<file path="src/toggle_set_running_median_macros.svh">
// assertion macros shared by the toggle-set running median modules
`ifndef TOGGLE_SET_RUNNING_MEDIAN_MACROS_SVH
`define TOGGLE_SET_RUNNING_MEDIAN_MACROS_SVH
`ifndef NO_ASSERTIONS
// same-cycle implication, clocked on clk, off during reset
`define TSRM_ASSERT_NOW(lbl, ante, cons, msg) \
    lbl: assert property (@(posedge clk) disable iff (!rst_n) (ante) |-> (cons)) \
        else $error(msg);
// next-cycle implication, clocked on clk, off during reset
`define TSRM_ASSERT_NEXT(lbl, ante, cons, msg) \
    lbl: assert property (@(posedge clk) disable iff (!rst_n) (ante) |=> (cons)) \
        else $error(msg);
`else
`define TSRM_ASSERT_NOW(lbl, ante, cons, msg)
`define TSRM_ASSERT_NEXT(lbl, ante, cons, msg)
`endif
`endif

</file>
<file path="src/tsrm_pkg.sv">
// shared types and constants for the toggle-set running median
package tsrm_pkg;

    localparam int CAPACITY_DEF   = 256;
    localparam int VALUE_BITS_DEF = 32;

    localparam logic OP_TOGGLE = 1'b0;
    localparam logic OP_QUERY  = 1'b1;

    typedef enum logic [3:0] {
        S_IDLE,
        S_DISPATCH,
        S_SRCH_RD,
        S_SRCH_CMP,
        S_DECIDE,
        S_RM_RD,
        S_RM_WR,
        S_INS_RD,
        S_INS_WR,
        S_Q_SECOND,
        S_Q_LAST,
        S_EMIT
    } state_t;

    typedef enum logic [3:0] {
        CMD_NONE,
        CMD_LOAD,
        CMD_SRCH_RD,
        CMD_SRCH_UPD,
        CMD_RM_INIT,
        CMD_RM_RD,
        CMD_RM_WR,
        CMD_RM_END,
        CMD_INS_INIT,
        CMD_INS_RD,
        CMD_INS_WR,
        CMD_INS_PUT,
        CMD_OVER,
        CMD_Q_RD_FIRST,
        CMD_Q_RD_MID,
        CMD_EMIT
    } cmd_t;

    typedef struct packed {
        logic query;
        logic n_zero;
        logic n_odd;
        logic search_done;
        logic found;
        logic full;
        logic rm_done;
        logic ins_done;
    } dp_status_t;

endpackage

</file>
<file path="src/tsrm_ctrl.sv">
// controller state machine sequencing search, shift and query steps
`include "toggle_set_running_median_macros.svh"
module tsrm_ctrl
    import tsrm_pkg::*;
(
    input  logic       clk,
    input  logic       rst_n,
    input  logic       start,
    input  dp_status_t status,
    output cmd_t       cmd,
    output logic       busy
);

    state_t state_reg;
    state_t state_next;

    always_ff @(posedge clk or negedge rst_n)
    begin
        if (!rst_n)
        begin
            state_reg <= S_IDLE;
        end
        else
        begin
            state_reg <= state_next;
        end
    end

    // next state
    always_comb
    begin
        state_next = state_reg;
        unique case (state_reg)
            S_IDLE:
            begin
                if (start)
                begin
                    state_next = S_DISPATCH;
                end
            end
            S_DISPATCH:
            begin
                if (!status.query)
                begin
                    state_next = S_SRCH_RD;
                end
                else if (status.n_zero)
                begin
                    state_next = S_EMIT;
                end
                else if (status.n_odd)
                begin
                    state_next = S_Q_LAST;
                end
                else
                begin
                    state_next = S_Q_SECOND;
                end
            end
            S_SRCH_RD:
            begin
                state_next = status.search_done ? S_DECIDE : S_SRCH_CMP;
            end
            S_SRCH_CMP:
            begin
                state_next = S_SRCH_RD;
            end
            S_DECIDE:
            begin
                if (status.found)
                begin
                    state_next = S_RM_RD;
                end
                else if (status.full)
                begin
                    state_next = S_EMIT;
                end
                else
                begin
                    state_next = S_INS_RD;
                end
            end
            S_RM_RD:
            begin
                state_next = status.rm_done ? S_EMIT : S_RM_WR;
            end
            S_RM_WR:
            begin
                state_next = S_RM_RD;
            end
            S_INS_RD:
            begin
                state_next = status.ins_done ? S_EMIT : S_INS_WR;
            end
            S_INS_WR:
            begin
                state_next = S_INS_RD;
            end
            S_Q_SECOND:
            begin
                state_next = S_Q_LAST;
            end
            S_Q_LAST:
            begin
                state_next = S_IDLE;
            end
            S_EMIT:
            begin
                state_next = S_IDLE;
            end
            default:
            begin
                state_next = S_IDLE;
            end
        endcase
    end

    // command outputs
    always_comb
    begin
        cmd  = CMD_NONE;
        busy = (state_reg != S_IDLE);
        unique case (state_reg)
            S_IDLE:
            begin
                if (start)
                begin
                    cmd = CMD_LOAD;
                end
            end
            S_DISPATCH:
            begin
                if (status.query && !status.n_zero)
                begin
                    cmd = status.n_odd ? CMD_Q_RD_MID : CMD_Q_RD_FIRST;
                end
            end
            S_SRCH_RD:
            begin
                if (!status.search_done)
                begin
                    cmd = CMD_SRCH_RD;
                end
            end
            S_SRCH_CMP:
            begin
                cmd = CMD_SRCH_UPD;
            end
            S_DECIDE:
            begin
                if (status.found)
                begin
                    cmd = CMD_RM_INIT;
                end
                else if (status.full)
                begin
                    cmd = CMD_OVER;
                end
                else
                begin
                    cmd = CMD_INS_INIT;
                end
            end
            S_RM_RD:
            begin
                cmd = status.rm_done ? CMD_RM_END : CMD_RM_RD;
            end
            S_RM_WR:
            begin
                cmd = CMD_RM_WR;
            end
            S_INS_RD:
            begin
                cmd = status.ins_done ? CMD_INS_PUT : CMD_INS_RD;
            end
            S_INS_WR:
            begin
                cmd = CMD_INS_WR;
            end
            S_Q_SECOND:
            begin
                cmd = CMD_Q_RD_MID;
            end
            S_Q_LAST:
            begin
                cmd = CMD_EMIT;
            end
            S_EMIT:
            begin
                cmd = CMD_EMIT;
            end
            default:
            begin
                cmd = CMD_NONE;
            end
        endcase
    end

    `TSRM_ASSERT_NEXT(a_start_dispatch, start && !busy, state_reg == S_DISPATCH, "accepted beat not dispatched")
    `TSRM_ASSERT_NEXT(a_emit_idle, cmd == CMD_EMIT, state_reg == S_IDLE, "no return to idle after result")
    `TSRM_ASSERT_NOW(a_put_not_full, cmd == CMD_INS_PUT, !status.full, "insert into full set")

endmodule

</file>
<file path="config.mk">
export PLATFORM = sky130hd
export DESIGN_NAME = tsrm_ctrl
export DESIGN_NICKNAME = d
export VERILOG_FILES = /design/src/tsrm_pkg.sv /design/src/tsrm_ctrl.sv
export VERILOG_INCLUDE_DIRS = /design/src /design/src/src
export SDC_FILE = /design/constraint.sdc
export NUM_CORES = 1
export LEC_CHECK = 0
export CAP_MARGIN = 15
export CORE_AREA = 2 2 39 41
export DETAILED_ROUTE_END_ITERATION = 6
export DIE_AREA = 0 0 41 43
export DONT_BUFFER_PORTS = 1
export HOLD_SLACK_MARGIN = 0.05
export PLACE_DENSITY_LB_ADDON = 0.12
export SYNTH_ARGS = -nofsm -noshare
export SYNTH_HDL_FRONTEND = slang
export SYNTH_SLANG_ARGS = --single-unit
</file>
<file path="constraint.sdc">
create_clock -name clk -period 1.6 [get_ports clk]
set_clock_uncertainty 0.15 [all_clocks]
set_input_delay 0.24 -clock clk [delete_from_list [all_inputs] [get_ports clk]]
set_output_delay 0.24 -clock clk [all_outputs]
set_load 0.005 [all_outputs]
</file>
---- After elaboration in Yosys (flattened, before gate mapping) ----
Index checks and enable logic that the tools add are counted.
operators by class
  equality and inequality tests ........... 12
  muxes and demuxes ....................... 19
  reduce and logical (&&, ||, !) cells .... 5
operators by type and width
  operator                                                          number
  4-bit one-hot mux with 11 select lines                            1
  4-bit one-hot mux with 10 select lines                            1
  4-bit two-way mux                                                 7
  4-bit by 3-bit == test with 1-bit output (second input constant)  4
  4-bit == test (second input constant)                             4
  2-bit two-way mux                                                 7
  4-bit by 2-bit == test with 1-bit output (second input constant)  2
  3-bit two-way mux                                                 2
  4-bit by 1-bit == test with 1-bit output (second input constant)  1
  4-bit logical NOT                                                 1
  4-bit nonzero test                                                1
  2-bit != test (second input constant)                             1
  2-bit OR reduction                                                1
  1-bit logical AND                                                 1
  1-bit logical NOT                                                 1
  1-bit two-way mux                                                 1
storage, ports and cells
  register bits ........................... 4
  input port bits ......................... 11

---- Depth between registers and ports, before layout ----
  word-level depth ........................ 4
  gate-level depth with buffers ........... 6
  depth with buffers taken out ............ 4

---- Worst setup path after synthesis ----
OpenSTA, ideal clock, no wires.
  kind .................................... register -> output
  start point ............................. reg state_reg[2]
  end point ............................... out cmd[1]
  arrival time ............................ 1.270 ns
  data required time ...................... 1.210 ns
  setup slack ............................. -0.060 ns
  cell stages (with the launch flop) ...... 5
  path through ............................ dfrtp_1 -> buf_6 -> or4b_4 -> a21oi_4 -> a211o_1
between the ends
  longest elaborated chain between the ends .. 3
  elaborated cells on any way between the ends .. 14
  those cells by class .................... eq/ne: 11; mux: 1; reduce/logical: 2
ends and longest elaborated chain
  what                                      RTL line          text
  from (decl)                               tsrm_ctrl.sv:14   state_t state_reg;
  from (signal assigned)                    tsrm_ctrl.sv:25   state_reg <= state_next;
  4-bit == test                             tsrm_ctrl.sv:123  unique case (state_reg)
  2-bit OR reduction (no line)              n/a
  4-bit one-hot mux with 11 select lines *  tsrm_ctrl.sv:123
  to (decl)                                 tsrm_ctrl.sv:10   output cmd_t cmd,
Every way passes the cells marked *; elsewhere a longest branch is shown, timed or not.

---- Worst setup path after layout ----
Ends and elaborated chain as after synthesis.

==> summary.txt <==
Setup path
  • Crit path capture type: output port
  • Family with the most delay on the worst path: simple AND/OR/NAND/NOR gates
  • Crit Path Class: flip-flop to output port
  • Largest fanout on the critical path: 5
  • Critical-path top delay cell: or4b_4
  • Required time of the critical path: 1.21 ns
  • Worst path bufs/invs: 0
  • Crit-path max cell delay: 0.50 ns
  • CP Launch Type: flip-flop
  • CP Cell Sequence: or4b_4, a21oi_4, a211o_1
  • Crit path arrival time: 1.44 ns

Global routing
  • First-pass GRT wire length: 2570 microns
  • GRT Residual Overflow: 0
  • Largest net degree at the start of global routing: 9
  • Vias in the first global route: 614
  • Total track usage: 0.209
  • Initial antenna violation count: 0

Power and ir drop
  • Clock network power share: 0.096
  • Combinational share of power: 0.752
  • NetSw: 0.629 mW
  • Internal power: 0.757 mW
  • Pwr Total: 1.39 mW
  • Pwr dens: 2010 mW/mm^2
  • Share of power burned in registers: 0.152
  • VDD IR max: 773 uV
  • Leak: 0.282 nW
  • Switching Fraction: 0.454

Yosys
  • Top cell type's share of synthesized area: 0.193
  • Cell variety after synth: 37
  • Synth Area per Inst: 7.30 sq um
  • Mapped Cells: 71
  • #FFs+latches synth: 4
  • Post-synthesis sequential area ratio: 0.193
  • Mapped Area: 518 sq um
  • Synth area leaders: dfrtp_1 (19%), nor2b_1 (6.0%), nand2b_1 (4.8%)
  • Async SR Flop Fraction: 1.00
  • Ys Warns: 0
  • Post-synth top area cell: dfrtp_1
  • Syn nets: 82
  • Most used DFF post-synth: dfrtp_1
  • Number of synthesized flops with an enable pin: 0

STA
  • Worst Slack Setup Final: -0.232 ns
  • Final setup fails: 4
  • Max frequency: 546 MHz
  • Final Max Slew Viols: 0
  • Min cycle time layout: 1.83 ns
  • Worst hold slack: 0.0787 ns
  • Fin crit share: 1.15
  • Final Hold Viols: 0
  • Worst slew pin tran: 0.359 ns
  • RSZ-0062 raised after global routing: yes
  • Slew headroom: 0.760
  • Setup TNS: -0.639 ns

Cells and area
  • Fraction of layout cells with a size suffix above 1: 0.369
  • Antenna Cells: 0
  • Final net count: 97
  • Layout overhead on the synthesized area: 32.9%
  • Max reg flops: 4
  • Commonest non-fill, non-tap cell in the layout: buf_4
  • Non-filler cells, final: 100
  • Most frequent cells in the layout: buf_4 (14), nand2_1 (6), o21ai_0 (5), nand2b_1 (4)

Place
  • DP HPWL: 1210 microns
  • Pre-CTS setup slack: -0.0119 ns
  • # port buffers: 0
  • Total placed cells including tap cells: 94
  • Global placement routability congestion: 0.774

CTS
  • Clk slew on worst S/H paths: 0.04 ns
  • Num CTS Buffers: 3
  • Root Driver: clkbuf_4
  • CTS tree: done
  • Clock Latency Late Sink: 0.24 ns
  • Bufs on Longest Clock Path: 2
  • CTS sink cnt: 4
  • Max H-tree Level: 1

Die
  • Vert. Die Dim: 43 microns
  • DIE AREA: 0.00176 sq mm
  • Core Box Area: 0.00138 sq mm
  • Initial Util: 0.374
  • I/O pin cnt: 16
  • Core Rows: 14
  • Die W: 41 microns

Drt
  • Final WL: 1550 microns
  • Initial DRC Count: 11
  • DRC Markers: 0
  • Post-detailed-route wirelength per cell: 15.5 microns
  • Antenna-violating nets left: 0
  • Vias per cell: 5.66
  • First-pass iteration count of the detailed router: 4
  • Via count: 566

Outcome
  • Failing checks: negative setup slack
  • Status: finished, violations left

Min path
  • Worst min-delay path category: input pin to flip-flop

Job
  • Max cap viols: 0
[stage by stage]
step,area (sq um),util
after floorplan,518,-
after global placement,606,0.438
after detailed placement,606,0.438
after CTS,673,0.486
after global routing,688,0.497
final,688,0.497
[what timing repair did]
action / 4_1_cts / 5_1_grt
resized for setup: 5 / 5
cloned: 0 / 0
hold buffers: 2 / 0
setup buffers: 1 / 0
setup endpoints to repair: 4 / 6
endpoints found under the hold margin: 5 / 0
pin swaps: 3 / 2
[routing by layer]
metal  vias up  wire, microns  track usage
li1        289              -            -
met3         0             45       0.0366
met2         9            828        0.347
met5         -              0            0
met1       268            674        0.264
met4         0              0       0.0533
[synth_stat cells, drive strengths merged, types with 2 or more instances]
cell type and number:
a21oi 5, nand2 6, buf 5, dfrtp 4, nand2b 4, nor3 2
nor2 5, clkbuf 2, nor2b 5, nor3b 3, o22ai 3, o21ai 8
[final timing paths]
| kind | startpoint | cells past startpoint | end | slack [ns] |
|---|---|---|---|---|
| min | start | 2 | state_reg[0] | 0.08 |
| min reg2reg | state_reg[2] | 2 | state_reg[3] | 0.49 |
| max in group asynchronous | rst_n | 1 | state_reg[2] | 0.97 |
| min in group asynchronous | rst_n | 1 | state_reg[3] | 0.14 |
| max | state_reg[2] | 3 | cmd[1] | -0.23 |
| max reg2reg | state_reg[2] | 5 | state_reg[0] | 0.03 |
[cells by family after synthesis]
| kind of cell | share of synthesized area |
|---|---|
| AOI/OAI and AO/OA | 0.331 |
| xor gates and xnor gates | 0.0338 |
| buffers and inverters | 0.0797 |
| DFF | 0.193 |
| and+or+nand+nor | 0.362 |
[final cells by class]
class | count | area [sq um]
Clock buffer | 3 | 22.5
Fill cell | 141 | 696
Inverter | 1 | 3.75
Multi-Input combinational cell | 59 | 404
Sequential cell | 4 | 101
Tap cell | 16 | 20.0
Timing Repair Buffer | 17 | 136
[power groups by stage]
stage	sequential, mW	combinational, mW	clock, mW
global placement	0.205	0.964	0
CTS	0.205	1.01	0.136
floorplan	0.167	0.691	0
global route	0.220	1.14	0.147
finish	0.211	1.04	0.133
detailed placement	0.199	0.968	0
No activity file was read; power rests on OpenSTA's default activity.
